`src/rtl/assert_macros.svh`:
```
// ----------------------------------------------------------------------------
// assert_macros.svh
// Assertion helpers shared by the rtl; define ASSERT_OFF to compile them out
// ----------------------------------------------------------------------------
`ifndef ASSERT_MACROS_SVH
`define ASSERT_MACROS_SVH

`ifndef ASSERT_OFF
// checked only while out of reset
`define ASSERT_RST(lbl, clk, rstn, prop) \
  lbl: assert property (@(posedge clk) disable iff (!rstn) prop) \
    else $error("assertion failed: reset-qualified check");
// checked at every clock edge, reset included
`define ASSERT_ALWAYS(lbl, clk, prop) \
  lbl: assert property (@(posedge clk) prop) \
    else $error("assertion failed: unconditional check");
`else
`define ASSERT_RST(lbl, clk, rstn, prop)
`define ASSERT_ALWAYS(lbl, clk, prop)
`endif

`endif

```
`src/rtl/pwl_fifo.sv`:
```
// ----------------------------------------------------------------------------
// pwl_fifo
// Small register queue used between front and back and on the result side
// ----------------------------------------------------------------------------
module pwl_fifo #(
  parameter type T     = logic,
  parameter int  DEPTH = 2
) (
  input  logic clk_i,
  input  logic rst_ni,
  input  logic push_i,
  input  T     data_i,
  output logic full_o,
  input  logic pop_i,
  output logic empty_o,
  output T     data_o
);

  localparam int PW = (DEPTH > 1) ? $clog2(DEPTH) : 1;
  localparam int CW = $clog2(DEPTH + 1);

  T                mem_q [DEPTH];
  logic [PW-1:0]   wr_ptr_q, wr_ptr_d;
  logic [PW-1:0]   rd_ptr_q, rd_ptr_d;
  logic [CW-1:0]   cnt_q, cnt_d;
  logic            do_push, do_pop;

  assign full_o  = (cnt_q == CW'(DEPTH));
  assign empty_o = (cnt_q == '0);
  assign do_push = push_i && !full_o;
  assign do_pop  = pop_i && !empty_o;
  assign data_o  = mem_q[rd_ptr_q];

  // pointer and fill count update
  always_comb begin
    wr_ptr_d = wr_ptr_q;
    rd_ptr_d = rd_ptr_q;
    cnt_d    = cnt_q;
    if (do_push) begin
      wr_ptr_d = (wr_ptr_q == PW'(DEPTH - 1)) ? '0 : wr_ptr_q + PW'(1);
    end
    if (do_pop) begin
      rd_ptr_d = (rd_ptr_q == PW'(DEPTH - 1)) ? '0 : rd_ptr_q + PW'(1);
    end
    case ({do_push, do_pop})
      2'b10:   cnt_d = cnt_q + CW'(1);
      2'b01:   cnt_d = cnt_q - CW'(1);
      default: cnt_d = cnt_q;
    endcase
  end

  always_ff @(posedge clk_i or negedge rst_ni) begin
    if (!rst_ni) begin
      wr_ptr_q <= '0;
      rd_ptr_q <= '0;
      cnt_q    <= '0;
    end else begin
      wr_ptr_q <= wr_ptr_d;
      rd_ptr_q <= rd_ptr_d;
      cnt_q    <= cnt_d;
    end
  end

  // entry storage
  always_ff @(posedge clk_i) begin
    if (do_push) begin
      mem_q[wr_ptr_q] <= data_i;
    end
  end

endmodule

```
`config.mk`:
```
export PLATFORM = sky130hd
export DESIGN_NAME = pwl_fifo
export DESIGN_NICKNAME = d
export VERILOG_FILES = /design/src/rtl/assert_macros.svh /design/src/rtl/pwl_fifo.sv
export SDC_FILE = /design/constraint.sdc
export NUM_CORES = 1
export LEC_CHECK = 0
export BUFFER_PORTS_ARGS = -buffer_cell sky130_fd_sc_hd__buf_2
export CORE_AREA = 5 5 42 44
export CTS_CLUSTER_SIZE = 10
export DETAILED_ROUTE_END_ITERATION = 7
export DIE_AREA = 0 0 47 49
export PLACE_DENSITY = 0.5
export SETUP_SLACK_MARGIN = 0.02
export SLEW_MARGIN = 20
export SYNTH_ARGS = -nofsm -noshare
export SYNTH_HDL_FRONTEND = slang
export SYNTH_SLANG_ARGS = --single-unit
```
`constraint.sdc`:
```
create_clock -name clk_i -period 1.4 [get_ports clk_i]
set_input_delay 0.28 -clock clk_i [delete_from_list [all_inputs] [get_ports clk_i]]
set_output_delay 0.28 -clock clk_i [all_outputs]
set_load 0.05 [all_outputs]
```
==> metrics <==
ANT nets after route=0; setup tns final=0 ns; Cell variety after synth=12; clk sink count=6; final non-filler cell total=51; routability congestion estimate=0.710; pwr dens=2590 nW/um^2; critical path's slowest cell=dfrtp_1; syn nets=27; r2r setup slk=0.13 ns; Skew-Pair Late Insertion Delay=0.24 ns; TritonCTS clock tree=yes; Synth Instances=21; Ant. Diodes=0; number of global-route vias before repair=233; Slew HR=89.8%; highest metal used=met3; row cnt=14; Tcrit/Tclk final=97.9%; clk root buf=clkbuf_4; Finished Core Util=31.4%; fin nets=43; DR iter-0 viols=1; Final setup viols=0; vias per cell=3.80; WL met3=45 um; Layout Skew=0.00346 ns; Max-cap violations=0; post-synthesis sequential area ratio=59.8%; Worst Tran Pin Value=0.153 ns; # port buffers=7; Worst VDD drop=0.000740 V; total track usage=6.24%; WS Path Type=reg2out; placed cell areas=363 um^2; Remaining Overflow, GRT=0; Pleak=0.203 nW; status=finished clean; Area Overhead vs Synth=64.5%; initial antenna violation count=0; largest net degree at the start of global routing=5; mapped cell area=268 um^2; Syn. warnings=0; metal2 WL=287 um; Core Area=1400 um^2; crit path DAT=1.09 ns; Hold Worst Slack=0.236 ns; fraction of layout cells with a size suffix above 1=57.1%; drt pass-1 iters=2; H-tree levels=1; min cycle time layout=1.37 ns; final wirelength=517 um; Hold Crit Class=in2reg; Critical Path, Cell by Cell=mux2_4 > buf_8; critical path's top delay family=flip-flops; endpoints failing hold=0; WL met1=183 um; critical path capture point type=output pin; CP peak stage delay=0.39 ns; Ports=8; number of CTS-inserted buffers=3; Worst-path clk slew=0.05 ns; post-route DRC violation count=0; placed cell count=46; fill count=157; Initial Util=19.1%; Yosys reg bits=6; CP Max Fanout=2; die height=49 um; Slew Viols, Final=0; crit path launch type=flip-flop; Clock Path Buffers=2; area of the die=2300 um^2; drt wl/cell=10.1 um; fin area=440 um^2; first-pass GRT wire length=952 um; CP required=1.12 ns; worst path buffer plus inverter count=1; fmax=730 MHz; Die W=47 um; Mapped Avg Cell Area=12.8 um^2; vias=194; RSZ-0062 raised after global routing=true
-- report_power, final --
part | internal, mW | total (mW) | switching (mW) | leakage [nW]
Combinational | 0.318 | 0.640 | 0.322 | 0.125
Clock | 0.0968 | 0.156 | 0.0590 | 0.0138
Sequential | 0.267 | 0.344 | 0.0772 | 0.0642
-- synthesized netlist by cell type, drive strengths merged --
cell type / n / area share, %
dfrtp: 4 / 37
nand2: 1 / 1.4
xnor2: 3 / 9.8
inv: 1 / 1.4
mux2: 1 / 4.2
xor2: 2 / 6.5
and3: 1 / 2.3
nor2: 3 / 4.2
edfxtp: 2 / 22
nor2b: 1 / 3.3
nand2b: 1 / 2.3
ha: 1 / 4.7
-- flip-flops by register name, indices dropped and copies added, names as in the netlist --
name      cells
cnt_q         2
mem_q         2
rd_ptr_q      1
wr_ptr_q      1
-- final cells by class --
class / instances / area, um^2 / area share [%]
Sequential cell: 6 / 161 / 36.6
Clock buffer: 3 / 22.5 / 5.11
Inverter: 1 / 3.75 / 0.852
Multi-Input combinational cell: 14 / 143 / 32.4
Timing Repair Buffer: 11 / 90.1 / 20.5
Tap cell: 16 / 20.0 / 4.55
-- cell families after synthesis --
kind of cell,share of synthesized area (%)
flip-flops,59.8
buffers and inverters,1.40
adder cells (fa/ha/maj),4.67
multiplexers,4.21
AND/OR/NAND/NOR,13.6
XOR/XNOR,16.4
-- worst paths after layout --
kind / start / to / cells after the start
setup / recovery: rd_ptr_q$_DFFE_PN0P_ / data_o / 2
hold / removal: data_i / mem_q[1]$_DFFE_PP_ / 1
setup reg to reg: cnt_q[0]$_DFFE_PN0P_ / cnt_q[1]$_DFFE_PN0P_ / 6
hold reg to reg: wr_ptr_q$_DFFE_PN0P_ / wr_ptr_q$_DFFE_PN0P_ / 1
max in group asynchronous: rst_ni / cnt_q[1]$_DFFE_PN0P_ / 2
min in group asynchronous: rst_ni / cnt_q[0]$_DFFE_PN0P_ / 2
-- per-layer routing --
layer  vias to the layer above  track usage [%]
met3                         0             3.69
met5                         -                0
li1                         99                -
met2                         4             9.05
met1                        91             5.84
met4                         0             5.53
-- stage by stage --
stage	power, mW	setup slack, ns
after floorplan	0.728	-0.0534
after global placement	0.840	0.0881
after detailed placement	0.854	0.0552
after CTS	1.11	0.0174
after global routing	1.23	-0.0117
final	1.14	0.0294
-- worst register-to-register path: stages (launching register included) --
cell,delay [ns]
dfrtp_1,0.40
nand2b_4,0.16
nand2_2,0.08
ha_4,0.16
xnor2_1,0.11
nor2_1,0.11
xor2_1,0.16
-- what timing repair did --
item	in CTS	in global routing
pin swaps	0	1
endpoints found under the setup margin	2	4
hold endpoints to repair	4	0
gates resized for setup	6	6
hold buffers	1	0
setup buffers	1	0
-- cell usage in the layout (no fill, tap or decap) --
cell type / Yosys / layout
and3_1: 1 / 1
buf_2: 0 / 4
buf_4: 0 / 3
buf_6: 0 / 2
buf_8: 0 / 1
clkbuf_4: 0 / 3
dfrtp_1: 4 / 3
dfrtp_2: 0 / 1
dlygate4sd3_1: 0 / 1
edfxtp_1: 2 / 2
ha_4: 0 / 1
inv_1: 1 / 1
mux2_4: 0 / 1
nand2_2: 0 / 1
nand2b_4: 0 / 1
nor2_1: 3 / 2
nor2_4: 0 / 1
nor2b_4: 0 / 1
xnor2_1: 3 / 3
xor2_1: 2 / 2
No activity file was read; power rests on OpenSTA's default activity.
