## src/rtl/assert_macros.svh

```systemverilog
// ----------------------------------------------------------------------------
// assert_macros.svh
// Assertion helpers shared by the rtl; define ASSERT_OFF to compile them out
// ----------------------------------------------------------------------------
`ifndef ASSERT_MACROS_SVH
`define ASSERT_MACROS_SVH

`ifndef ASSERT_OFF
// checked only while out of reset
`define ASSERT_RST(lbl, clk, rstn, prop) \
  lbl: assert property (@(posedge clk) disable iff (!rstn) prop) \
    else $error("assertion failed: reset-qualified check");
// checked at every clock edge, reset included
`define ASSERT_ALWAYS(lbl, clk, prop) \
  lbl: assert property (@(posedge clk) prop) \
    else $error("assertion failed: unconditional check");
`else
`define ASSERT_RST(lbl, clk, rstn, prop)
`define ASSERT_ALWAYS(lbl, clk, prop)
`endif

`endif

```

## src/rtl/pwl_pkg.sv

```systemverilog
// ----------------------------------------------------------------------------
// pwl_pkg
// Shared types and constants of the piecewise linear evaluator
// ----------------------------------------------------------------------------
package pwl_pkg;

  // default sizing
  localparam int TABLE_DEPTH_DEF = 16;
  localparam int FRAC_BITS_DEF   = 16;
  localparam int QUEUE_DEPTH     = 2;
  localparam int RESULT_DEPTH    = 2;

  // field widths
  localparam int DATA_W    = 32;
  localparam int IDX_W     = 4;
  localparam int CNT_W     = 5;
  localparam int CFG_IDX_W = 2;

  typedef enum logic {
    CMD_EVAL = 1'b0,
    CMD_LOAD = 1'b1
  } cmd_e;

  typedef enum logic [1:0] {
    STAT_OK         = 2'd0,
    STAT_DOMAIN     = 2'd1,
    STAT_BAD_LOAD   = 2'd2,
    STAT_INCOMPLETE = 2'd3
  } status_e;

  typedef enum logic [CFG_IDX_W-1:0] {
    REG_DOMAIN_MIN  = 2'd0,
    REG_DOMAIN_MAX  = 2'd1,
    REG_FIRST_IMAGE = 2'd2,
    REG_POINT_COUNT = 2'd3
  } cfg_reg_e;

  // one input item
  typedef struct packed {
    cmd_e                     cmd;
    logic [IDX_W-1:0]         entry_index;
    logic signed [DATA_W-1:0] position;
    logic signed [DATA_W-1:0] rate;
  } item_t;

  // one result item
  typedef struct packed {
    logic signed [DATA_W-1:0] image;
    logic signed [DATA_W-1:0] slope;
    logic [IDX_W-1:0]         segment;
    status_e                  status;
  } result_t;

  // configuration as seen by front and back
  typedef struct packed {
    logic signed [DATA_W-1:0] domain_min;
    logic signed [DATA_W-1:0] domain_max;
    logic signed [DATA_W-1:0] first_image;
    logic [CNT_W-1:0]         eff_count;
  } cfg_t;

  // classified item handed from front to back
  typedef struct packed {
    cmd_e                     cmd;
    logic [IDX_W-1:0]         entry_index;
    logic signed [DATA_W-1:0] position;
    logic signed [DATA_W-1:0] rate;
    logic                     out_of_domain;
    logic                     index_in_range;
  } task_t;

endpackage

```

## src/rtl/pwl_fifo.sv

```systemverilog
// ----------------------------------------------------------------------------
// pwl_fifo
// Small register queue used between front and back and on the result side
// ----------------------------------------------------------------------------
module pwl_fifo #(
  parameter type T     = logic,
  parameter int  DEPTH = 2
) (
  input  logic clk_i,
  input  logic rst_ni,
  input  logic push_i,
  input  T     data_i,
  output logic full_o,
  input  logic pop_i,
  output logic empty_o,
  output T     data_o
);

  localparam int PW = (DEPTH > 1) ? $clog2(DEPTH) : 1;
  localparam int CW = $clog2(DEPTH + 1);

  T                mem_q [DEPTH];
  logic [PW-1:0]   wr_ptr_q, wr_ptr_d;
  logic [PW-1:0]   rd_ptr_q, rd_ptr_d;
  logic [CW-1:0]   cnt_q, cnt_d;
  logic            do_push, do_pop;

  assign full_o  = (cnt_q == CW'(DEPTH));
  assign empty_o = (cnt_q == '0);
  assign do_push = push_i && !full_o;
  assign do_pop  = pop_i && !empty_o;
  assign data_o  = mem_q[rd_ptr_q];

  // pointer and fill count update
  always_comb begin
    wr_ptr_d = wr_ptr_q;
    rd_ptr_d = rd_ptr_q;
    cnt_d    = cnt_q;
    if (do_push) begin
      wr_ptr_d = (wr_ptr_q == PW'(DEPTH - 1)) ? '0 : wr_ptr_q + PW'(1);
    end
    if (do_pop) begin
      rd_ptr_d = (rd_ptr_q == PW'(DEPTH - 1)) ? '0 : rd_ptr_q + PW'(1);
    end
    case ({do_push, do_pop})
      2'b10:   cnt_d = cnt_q + CW'(1);
      2'b01:   cnt_d = cnt_q - CW'(1);
      default: cnt_d = cnt_q;
    endcase
  end

  always_ff @(posedge clk_i or negedge rst_ni) begin
    if (!rst_ni) begin
      wr_ptr_q <= '0;
      rd_ptr_q <= '0;
      cnt_q    <= '0;
    end else begin
      wr_ptr_q <= wr_ptr_d;
      rd_ptr_q <= rd_ptr_d;
      cnt_q    <= cnt_d;
    end
  end

  // entry storage
  always_ff @(posedge clk_i) begin
    if (do_push) begin
      mem_q[wr_ptr_q] <= data_i;
    end
  end

endmodule

```

## src/rtl/pwl_front.sv

```systemverilog
// ----------------------------------------------------------------------------
// pwl_front
// Accepts input items, checks domain and index range, queues them for the back
// ----------------------------------------------------------------------------
module pwl_front import pwl_pkg::*; (
  input  logic  clk_i,
  input  logic  rst_ni,
  input  logic  push_i,
  output logic  full_o,
  input  item_t item_i,
  input  cfg_t  cfg_i,
  input  logic  q_pop_i,
  output logic  q_empty_o,
  output task_t q_head_o
);

  task_t task_w;

  // classify the incoming item
  always_comb begin
    task_w.cmd            = item_i.cmd;
    task_w.entry_index    = item_i.entry_index;
    task_w.position       = item_i.position;
    task_w.rate           = item_i.rate;
    task_w.out_of_domain  = ($signed(item_i.position) < $signed(cfg_i.domain_min)) ||
                            ($signed(item_i.position) > $signed(cfg_i.domain_max));
    task_w.index_in_range = (CNT_W'(item_i.entry_index) < cfg_i.eff_count);
  end

  // task queue toward the back
  pwl_fifo #(
    .T     (task_t),
    .DEPTH (QUEUE_DEPTH)
  ) u_task_q (
    .clk_i   (clk_i),
    .rst_ni  (rst_ni),
    .push_i  (push_i),
    .data_i  (task_w),
    .full_o  (full_o),
    .pop_i   (q_pop_i),
    .empty_o (q_empty_o),
    .data_o  (q_head_o)
  );

endmodule

```

## config.mk

```make
export PLATFORM = sky130hd
export DESIGN_NAME = pwl_front
export DESIGN_NICKNAME = d
export VERILOG_FILES = /design/src/rtl/assert_macros.svh /design/src/rtl/pwl_pkg.sv /design/src/rtl/pwl_fifo.sv /design/src/rtl/pwl_front.sv
export SDC_FILE = /design/constraint.sdc
export NUM_CORES = 1
export LEC_CHECK = 0
export BUFFER_PORTS_ARGS = -buffer_cell sky130_fd_sc_hd__buf_2
export CAP_MARGIN = 10
export CORE_MARGIN = 5
export CORE_UTILIZATION = 55
export CTS_CLUSTER_SIZE = 8
export DETAILED_ROUTE_END_ITERATION = 8
export PLACE_DENSITY = 0.86
export SLEW_MARGIN = 20
export SYNTH_ARGS = -nofsm -noshare
export SYNTH_HDL_FRONTEND = slang
export SYNTH_HIERARCHICAL = 1
export SYNTH_SLANG_ARGS = --single-unit
```

## constraint.sdc

```tcl
create_clock -name clk_i -period 9.3 [get_ports clk_i]
set_input_delay 2.325 -clock clk_i [delete_from_list [all_inputs] [get_ports clk_i]]
set_output_delay 2.325 -clock clk_i [all_outputs]
set_load 0.02 [all_outputs]
```

==> results by stage, run 1 <==
Routing:
- After detailed routing, the number of remaining DRC violations is 0.
- Wires add up to about 16000 um.
- Once detail routing completed, the nets flagged for antenna violations numbered 0.
- The count of TritonRoute iterations in the first routing pass is 4.
- The first-iteration detailed-routing DRC count is about 210.
- The count of vias placed by the detailed router is roughly 4700.
- The average routed wire per standard cell is approximately 18 um.
- After detailed routing, the number of vias per cell comes to between 5 and 6.

Critical path:
- STA puts the critical path data required time at around 7000 ps.
- STA classifies the critical path startpoint as a flop.
- The type of destination of the critical path is an output pin.
- The number of cells on the worst reg-to-reg path is 4.
- The data arrival time of the critical path is 2540 ps.
- In this run the worst path has a maximum fanout of 45.
- The type of the setup path with the least slack is reg -> out.

Die:
- The number of placed I/O pins is 247.
- The placeable core area is about 0.013 mm2.
- The area enclosed by the die boundary is 0.0159 mm2.
- The initial core utilization is 0.561.
- The die extent in y is around 130 um.
- The width of the chip is 126 um.
- In this run the core area contains 42 standard-cell rows.

Pwr:
- The switching part of the total power is 0.337.
- Summed over all cells, the static leakage comes to approximately 4.2 nW.
- The overall power consumption is approximately 2.5 mW.
- The proportion of power drawn by flip-flops and latches is 0.394.
- The internal power is about 1.7 mW.
- The worst-case IR drop observed on VDD is 0.000137 V.
- The combinational cell fraction of total power is 0.357.
- The clock share of power is 0.249.
- Dividing total power by cell area gives a power density of 273 mW/mm2.
- The analysis attributes to net switching a power of about 0.84 mW.

Yosys:
- The count of mapped cells out of synthesis is 485.
- sky130_fd_sc_hd__edfxtp_1 takes more of the synthesized area than any other cell.
- The share of synthesized area in the top cell type comes to 0.577.
- The post-synthesis sequential area ratio is 0.590.
- In this run the mean area of a mapped cell was ~15 um2.
- Counting every net in the synthesized netlist gives roughly 730.
- The count of cell types in the netlist is 39.
- For this run, asynchronously set or reset flops after synthesis account for 0.0274.
- The number of flops mapped to enable cells by yosys is approximately 140.
- The mapped netlist covers about 0.0074 mm2.
- The total of flip-flops plus latches after synthesis is 146.
- In the post-synthesis netlist, the biggest area contributors are sky130_fd_sc_hd__edfxtp_1, sky130_fd_sc_hd__mux2_4, sky130_fd_sc_hd__ha_1.
- The leading register cell type out of synthesis is sky130_fd_sc_hd__edfxtp_1.
- The total of warnings raised by yosys is 6.

Global routing:
- The first global-routing pass estimated 25100 um of wire.
- Global routing finished with a remaining overflow of 0.
- Entering global routing, the biggest net connects 72 pins.
- The via count of the first global-routing pass was 5053.
- The number of antenna violations at the first check in global routing is 0.
- The global-route total usage across every layer is 0.202.

Worst hold path:
- The hold path depth is 1.
- The type of the worst min-delay path is reg -> reg.

CTS:
- The clock transition time at the flip-flop clock pins of the worst setup and hold paths is approximately 60 ps.
- Counting along the longest clock path gives a buffer depth of 2.
- The cell chosen for the clock root is sky130_fd_sc_hd__clkbuf_16.
- The CTS H-tree depth is 4.
- Hold repair after CTS inserted 0 buffers.
- The count of buffers added by post-CTS timing repair for setup is 0.
- The worst-skew pair later-pin latency is ~410 ps.
- The number of sinks driven by the clock tree is ~150.
- TritonCTS created 17 clock buffers.
- The TritonCTS clock tree is yes.
- Once the clock tree was built, the resizer swapped 0 gates to a different size.

STA:
- The highest clock frequency the design can meet is between 200 and 250 MHz.
- Setup violations remaining at the end of the flow were counted as 0.
- The final hold violation count was 0.
- The total negative setup slack is 0 ps.
- The routed design could run at a clock period as short as 4860 ps.
- The headroom to the max-slew limit is 0.337.
- The final period utilization is 0.523.
- Setup repair after global routing left no endpoint under its margin.
- The hold slack is about 500 ps.
- The clock arrives with roughly 8 ps of skew.
- The number of pins with negative max-slew slack in the final report is 0.
- At the pin with the least slew margin, the transition time is between 900 and 1000 ps.

Job:
- Max-cap violations in this run came to 0.

Layout:
- Excluding fillers, the count of instances in the completed layout stands at about 900.
- In the final design database the tool counted ~950 nets.
- The share of post-route cells with drive strength above 1 is 0.448.
- The area added between synthesis and finish is 23.2%.
- The antenna cell count is 0.
- The number of filler instances in the final layout is 891.

Place:
- During placement, the flow inserted port buffers numbering 214.
- The number of placed cells counting well taps is a little under 900.
- At the end of routability-driven placement, the weighted congestion stood at roughly 0.87.
- The detailed placement HPWL is 12200 um.

Run status:
- The flow ran to the end, and the final reports show no timing, DRC or antenna violations.
## cell type report
class / instances / area (um2) / share of cell area
sequential: 146 / 4370 / 0.479
multi-input combinational: 261 / 2630 / 0.288
timing repair buffer: 216 / 1090 / 0.119
clock buffer: 17 / 425 / 0.0467
inverter: 70 / 263 / 0.0288
tap: 176 / 220 / 0.0242
clock inverter: 15 / 123 / 0.0135
## cell usage in the layout, fill, tap and decap left out, types with 6 or more instances in the layout
cell type	count
sky130_fd_sc_hd__a21o_1	8
sky130_fd_sc_hd__a21oi_1	25
sky130_fd_sc_hd__o21ai_0	13
sky130_fd_sc_hd__clkbuf_16	17
sky130_fd_sc_hd__inv_1	70
sky130_fd_sc_hd__nand2_1	10
sky130_fd_sc_hd__buf_2	214
sky130_fd_sc_hd__nor2_1	10
sky130_fd_sc_hd__nand3_1	6
sky130_fd_sc_hd__nand4_1	8
sky130_fd_sc_hd__mux2_4	69
sky130_fd_sc_hd__ha_1	67
sky130_fd_sc_hd__edfxtp_1	142
## power by group through the flow
| stage | registers [mW] | clock network [mW] | logic, mW |
|---|---|---|---|
| after floorplan | 0.956 | 0 | 0.730 |
| after global placement | 0.982 | 0 | 0.882 |
| after detailed placement | 0.998 | 0 | 0.901 |
| after CTS | 0.985 | 0.636 | 0.904 |
| after global routing | 0.997 | 0.667 | 0.950 |
| final | 0.983 | 0.620 | 0.890 |
## synthesized netlist by cell type, types with 2 or more instances
| master | instances |
|---|---|
| sky130_fd_sc_hd__edfxtp_1 | 142 |
| sky130_fd_sc_hd__inv_1 | 70 |
| sky130_fd_sc_hd__mux2_4 | 69 |
| sky130_fd_sc_hd__ha_1 | 67 |
| sky130_fd_sc_hd__a21oi_1 | 25 |
| sky130_fd_sc_hd__o21ai_0 | 13 |
| sky130_fd_sc_hd__nor2_1 | 11 |
| sky130_fd_sc_hd__nand2_1 | 10 |
| sky130_fd_sc_hd__a21o_1 | 8 |
| sky130_fd_sc_hd__nand4_1 | 8 |
| sky130_fd_sc_hd__buf_12 | 7 |
| sky130_fd_sc_hd__nand3_1 | 6 |
| sky130_fd_sc_hd__nand2b_1 | 5 |
| sky130_fd_sc_hd__dfrtp_1 | 4 |
| sky130_fd_sc_hd__a2111oi_0 | 3 |
| sky130_fd_sc_hd__nor2b_1 | 3 |
| sky130_fd_sc_hd__nor3_1 | 3 |
| sky130_fd_sc_hd__xnor2_1 | 3 |
| sky130_fd_sc_hd__and3_1 | 2 |
| sky130_fd_sc_hd__mux2_2 | 2 |
| sky130_fd_sc_hd__nor4_1 | 2 |
| sky130_fd_sc_hd__o211ai_1 | 2 |
| sky130_fd_sc_hd__o21a_1 | 2 |
| sky130_fd_sc_hd__o221ai_1 | 2 |
| sky130_fd_sc_hd__xor2_1 | 2 |
## per-stage QoR
| step | setup slack [ps] | util | cell area, um2 |
|---|---|---|---|
| 2_1_floorplan | 3420 | - | 7390 |
| 5_1_grt | 4360 | 0.691 | 9110 |
| 6_report | 4440 | 0.691 | 9110 |
| 3_3_place_gp | 4870 | 0.649 | 8570 |
| 4_1_cts | 4410 | 0.691 | 9110 |
| 3_5_place_dp | 4810 | 0.649 | 8570 |
## flip-flops by register name, summed over array words and instances (netlist names)
register / flops
u_task_q/mem_q: 142
u_task_q/cnt_q: 2
u_task_q/rd_ptr_q: 1
u_task_q/wr_ptr_q: 1
## critical path, cell delays in order (launching register included)
cell and delay (ps):
sky130_fd_sc_hd__dfrtp_4 780, sky130_fd_sc_hd__buf_4 740, sky130_fd_sc_hd__mux2_4 360, sky130_fd_sc_hd__buf_2 160
## path summary, 6_finish.rpt
kind                                                from                        endpoint  slack (ps)
hold reg to reg            u_task_q/cnt_q[1]$_DFFE_PN0P_   u_task_q/cnt_q[1]$_DFFE_PN0P_         500
hold / removal             u_task_q/cnt_q[1]$_DFFE_PN0P_   u_task_q/cnt_q[1]$_DFFE_PN0P_         500
setup reg to reg           u_task_q/cnt_q[0]$_DFFE_PN0P_  u_task_q/mem_q[0][5]$_DFFE_PP_        6980
setup / recovery           u_task_q/rd_ptr_q$_DFFE_PN0P_                    q_head_o[67]        4440
max in group asynchronous                         rst_ni   u_task_q/rd_ptr_q$_DFFE_PN0P_        7460
min in group asynchronous                         rst_ni   u_task_q/cnt_q[0]$_DFFE_PN0P_        1710
## layer usage
metal  global-route usage  vias to the layer above  share of wire
li1                     -                     2263              -
met1                0.237                     2248           0.39
met2                0.357                      185           0.51
met3               0.0508                       27          0.070
met4               0.0801                        0          0.022
met5                    0                        -              0
## logic make-up (layout without fill, tap and decap cells)
family / Yosys count / count (layout) / share of synthesized area
buffers and inverters: 78 / 318 / 0.0560
flip-flops: 146 / 146 / 0.590
XOR/XNOR: 5 / 5 / 0.00592
AND/OR/NAND/NOR: 56 / 56 / 0.0398
multiplexers: 71 / 71 / 0.143
adder cells (fa/ha/maj): 67 / 67 / 0.113
AO/OA/AOI/OAI: 62 / 62 / 0.0516
Note: power is estimated with default switching activity, not from simulation.
==> run 2: changes to the inputs <==
Settings changed: ABC_AREA from default to 1, CORE_UTILIZATION 55 to 47, PLACE_DENSITY 0.86 to 0.77.
Clock period 9.3 ns to 4.1 ns, I/O delays scaled along.
==> run 2 against run 1 <==
Synthesized area increased by 7.9%. Register-to-register slack lost 4900 ps. Via count is 12% higher. Clock power increased to 2.7 times the previous value. Sequential share of layout area is 3.5 points lower. Wire length increased by 1.1%. Largest cell class unchanged. Largest power group is now combinational logic.
==> results by stage, run 2 <==
STA:
- Setup repair after global routing left no endpoint under its margin.
- On the final layout, the worst hold slack is between 400 and 500 ps.
- In the finished design, the share of the clock period the worst path needs comes to 0.805.
- At the pin with the least slew margin, the transition time is between 700 and 800 ps.
- The final hold violation count came to 0.
- The setup violation total in the final timing report is 0.
- The highest clock frequency the design can meet is approximately 300 MHz.
- The final critical-path required period is about 3300 ps.
- The maximum clock skew at final layout is 5.67 ps.
- Measured against its own limit, the worst slew margin works out to 0.474.
- The number of pins with negative max-slew slack in the final report is 0.
- The final critical-path setup slack is 799 ps.
- The total negative setup slack is 0 ps.

Global routing:
- The first global-routing pass estimated ~26000 um of wire.
- The via count of the first global-routing pass is approximately 5400.
- The aggregate global routing overflow is 0.
- Across every metal layer, demand over resource in global routing totals 0.167.
- The maximum number of pins on one net before global-route repair is 73.
- The number of antenna violations at the first check in global routing is 0.

Yosys:
- Measured against the total synthesized area, the mux share comes to 0.
- The post-synthesis compound-gate area fraction came to 0.0354.
- The XOR/XNOR share of the synthesized area is 0.00110.
- The post-synthesis cell area is ~0.0080 mm2.
- The share of async-settable or async-resettable flops after synthesis is 0.0274.
- Of the total synthesized cell area, the portion taken by full adders, half adders and majority gates is 0.105.
- The dominant combinational cell family by area after synthesis is simple AND/OR/NAND/NOR gates.
- The synthesized design contains 142 enable-type register cells.
- The post-synthesis sequential area ratio is 0.547.
- By count the netlist is led by sky130_fd_sc_hd__edfxtp_1, sky130_fd_sc_hd__nand2_1, sky130_fd_sc_hd__inv_1.
- The share of synthesized area in the top cell type comes to 0.535.
- Among all cell types in the netlist, the one instantiated most often is sky130_fd_sc_hd__edfxtp_1.
- In the synthesized netlist the dominant register cell turns out to be sky130_fd_sc_hd__edfxtp_1.
- The largest total area in the synthesized netlist belongs to sky130_fd_sc_hd__edfxtp_1.
- After technology mapping, the gate count stands at between 600 and 700.
- After synthesis, the cell types taking the most area are sky130_fd_sc_hd__edfxtp_1, sky130_fd_sc_hd__ha_1, sky130_fd_sc_hd__nand2_4.
- The count of cell types in the netlist is 29.
- For this run, the number of Yosys warnings is 6.
- The post-synth net total is around 900.
- The area share of and/or/nand/nor cells after synthesis is 0.241.
- Counting flops and latches in the post-synthesis netlist gives ~150.
- The per-instance average area after synthesis is approximately 12 um2.

Critical path:
- By startpoint and endpoint, the worst setup path is classified as reg -> out.
- The type of destination of the critical path is an output pin.
- Counting cells, the worst reg-to-reg path comes to 5.
- The critical register-to-register path endpoint is u_task_q/mem_q[0][43]$_DFFE_PP_.
- The startpoint identified for the worst register-to-register timing path is u_task_q/cnt_q[0]$_DFFE_PN0P_.
- In this run the worst path has a maximum fanout of 42.
- The kind of start point of the critical path is a flop.
- Following the worst setup path forward leads to its endpoint at q_head_o[64].
- The data arrival time of the critical path is about 2300 ps.
- Across all register-to-register paths, the minimum setup slack is approximately 2100 ps.
- The critical path starts at u_task_q/rd_ptr_q$_DFFE_PN0P_.
- At the worst endpoint, the required time is a little over 3000 ps.

Routing:
- For this block, the initial DRC count from the detailed router was roughly 240.
- Across all layers, the routed design uses between 5000 and 6000 vias.
- In the final routed layout, each cell accounts on average for 14.2 um.
- The count of TritonRoute iterations in the first routing pass is 7.
- The DRC violation count after routing is 0.
- Dividing the detail-routed via count by the number of cells gives 4.63.
- The count of nets left with antenna violations once routing finished came out at 0.
- The routed wire length is 16200 um.

CTS:
- The total clock buffers created by CTS is 17.
- Post-CTS timing repair inserted 0 buffers for setup.
- The later pin in the worst-skew pair is clocked with a latency of about 410 ps.
- The clock transition time at the flip-flop clock pins of the worst setup and hold paths is 60 ps.
- In this run the clock root is driven by a sky130_fd_sc_hd__clkbuf_16.
- Buffers inserted to repair hold after CTS numbered 0.
- The worst-case clock buffer depth is 2.
- TritonCTS built the clock tree.
- The number of sinks driven by the clock tree is 146.
- The number of cells upsized or downsized after cts is 0.
- The CTS H-tree depth is 4.

Pwr:
- Internal power comes to 3.94 mW.
- VDD sags by at most approximately 0.00035 V.
- The proportion of power drawn by flip-flops and latches is 0.353.
- The share of total power dissipated in combinational logic is 0.383.
- For this design the ratio of total power to cell area is approximately 650 mW/mm2.
- Of the total power, the share spent switching nets is 0.382.
- The leakage dissipation is a little under 5 nW.
- The clock share of power is 0.264.
- The analysis attributes to net switching a power of between 2 and 2.5 mW.

Layout:
- The area growth from synthesis to layout is 23.0%.
- In the final layout, the share of cells above drive strength 1 is 0.435.
- The register ranked first by flip-flop count is u_task_q/mem_q.
- In the final layout, the registers with the most flip-flops are u_task_q/mem_q x142, u_task_q/cnt_q x2.
- The final instance count without filler cells is 1141.
- The flip-flop count of the largest register after layout is between 100 and 150.
- The count of nets after finishing is about 1100.
- The antenna cell count is 0.
- The finished cells cover about 0.0098 mm2.
- Leaving out fill and tap cells, the most frequent cells in the layout are sky130_fd_sc_hd__buf_2, sky130_fd_sc_hd__edfxtp_1, sky130_fd_sc_hd__nand2_1.
- The most common cell after layout, fill and taps aside is sky130_fd_sc_hd__buf_2.

Die:
- The initial core utilization is 0.479.
- The floorplan step set the die width to between 100 and 150 um.
- After floorplanning, the core was divided into between 40 and 50 placement rows.
- The die is between 100 and 150 um tall.
- between 200 and 250 I/O pins were placed.
- The placeable core area is about 0.017 mm2.
- The floorplan step defined a die boundary enclosing ~0.020 mm2.

Job:
- The tool flagged a number of max-cap violations equal to 0.

Place:
- At the end of routability-driven placement, the weighted congestion stood at between 0.8 and 0.9.
- The detailed placement HPWL is around 12000 um.
- The number of placed cells counting well taps is 1109.
- The worst slack at placement is ~1200 ps.
- The placed instances occupy a cell area of 0.00917 mm2.
- The quantity of I/O buffers inserted on ports is 214.

Worst hold path:
- The worst hold path belongs to the class in -> async.

Run status:
- The flow ran to the end, and the final reports show no timing, DRC or antenna violations.
[run 2: cell types whose count changed after synthesis, moves of 8 or more]
| cell | delta |
|---|---|
| sky130_fd_sc_hd__a21o_1 | -8 |
| sky130_fd_sc_hd__inv_1 | +17 |
| sky130_fd_sc_hd__mux2_4 | -69 |
| sky130_fd_sc_hd__nand2_1 | +131 |
| sky130_fd_sc_hd__nand2_2 | +71 |
| sky130_fd_sc_hd__nand2_4 | +70 |
[run 2: area by class of cell]
class                   instances  area (um2)
flip-flops and latches        146        4370
well taps                     220         275
clock inverters                 9         180
repair buffers                219        1110
inverters                      92         359
clock buffers                  23         468
multi-input cells             432        3060
fillers                      1388        6830
[run 2: power groups by stage]
stage | clock network [mW] | registers, mW | logic (mW)
3_3_place_gp | 0 | 2.27 | 2.45
3_5_place_dp | 0 | 2.29 | 2.48
5_1_grt | 1.79 | 2.29 | 2.66
2_1_floorplan | 0 | 2.23 | 1.95
4_1_cts | 1.72 | 2.26 | 2.49
6_report | 1.69 | 2.25 | 2.44
[run 2: routing by layer]
layer  vias up  part of all wire  track usage
li1       2706                 -            -
met1      2407              0.42        0.198
met4         0             0.016       0.0551
met3        15             0.061       0.0433
met2       157              0.51        0.293
met5         -                 0            0
[run 2: metrics by stage]
stage | power (mW) | utilization
6_report | 6.38 | 0.590
5_1_grt | 6.73 | 0.590
4_1_cts | 6.47 | 0.590
3_5_place_dp | 4.77 | 0.551
3_3_place_gp | 4.72 | 0.551
2_1_floorplan | 4.17 | -
[run 2: worst min path at each step]
stage	from	endpoint
2_1_floorplan	u_task_q/wr_ptr_q$_DFFE_PN0P_	u_task_q/wr_ptr_q$_DFFE_PN0P_
3_3_place_gp	u_task_q/wr_ptr_q$_DFFE_PN0P_	u_task_q/wr_ptr_q$_DFFE_PN0P_
3_5_place_dp	u_task_q/wr_ptr_q$_DFFE_PN0P_	u_task_q/wr_ptr_q$_DFFE_PN0P_
4_1_cts	rst_ni	u_task_q/cnt_q[1]$_DFFE_PN0P_
5_1_grt	rst_ni	u_task_q/cnt_q[0]$_DFFE_PN0P_
6_report	rst_ni	u_task_q/rd_ptr_q$_DFFE_PN0P_
[run 2: cell families (layout without fill, tap and decap cells)]
logic type,Yosys count,after routing
simple gates,313,313
flops,146,146
buf+inv,107,343
fa+ha+maj,67,67
compound gates,51,51
xor+xnor,1,1
[run 2: critical path, stage by stage (launching register included)]
cell and delay (ps):
sky130_fd_sc_hd__dfrtp_2 840, sky130_fd_sc_hd__buf_4 540, sky130_fd_sc_hd__nand2_1 160, sky130_fd_sc_hd__nand2_2 110
sky130_fd_sc_hd__buf_2 160
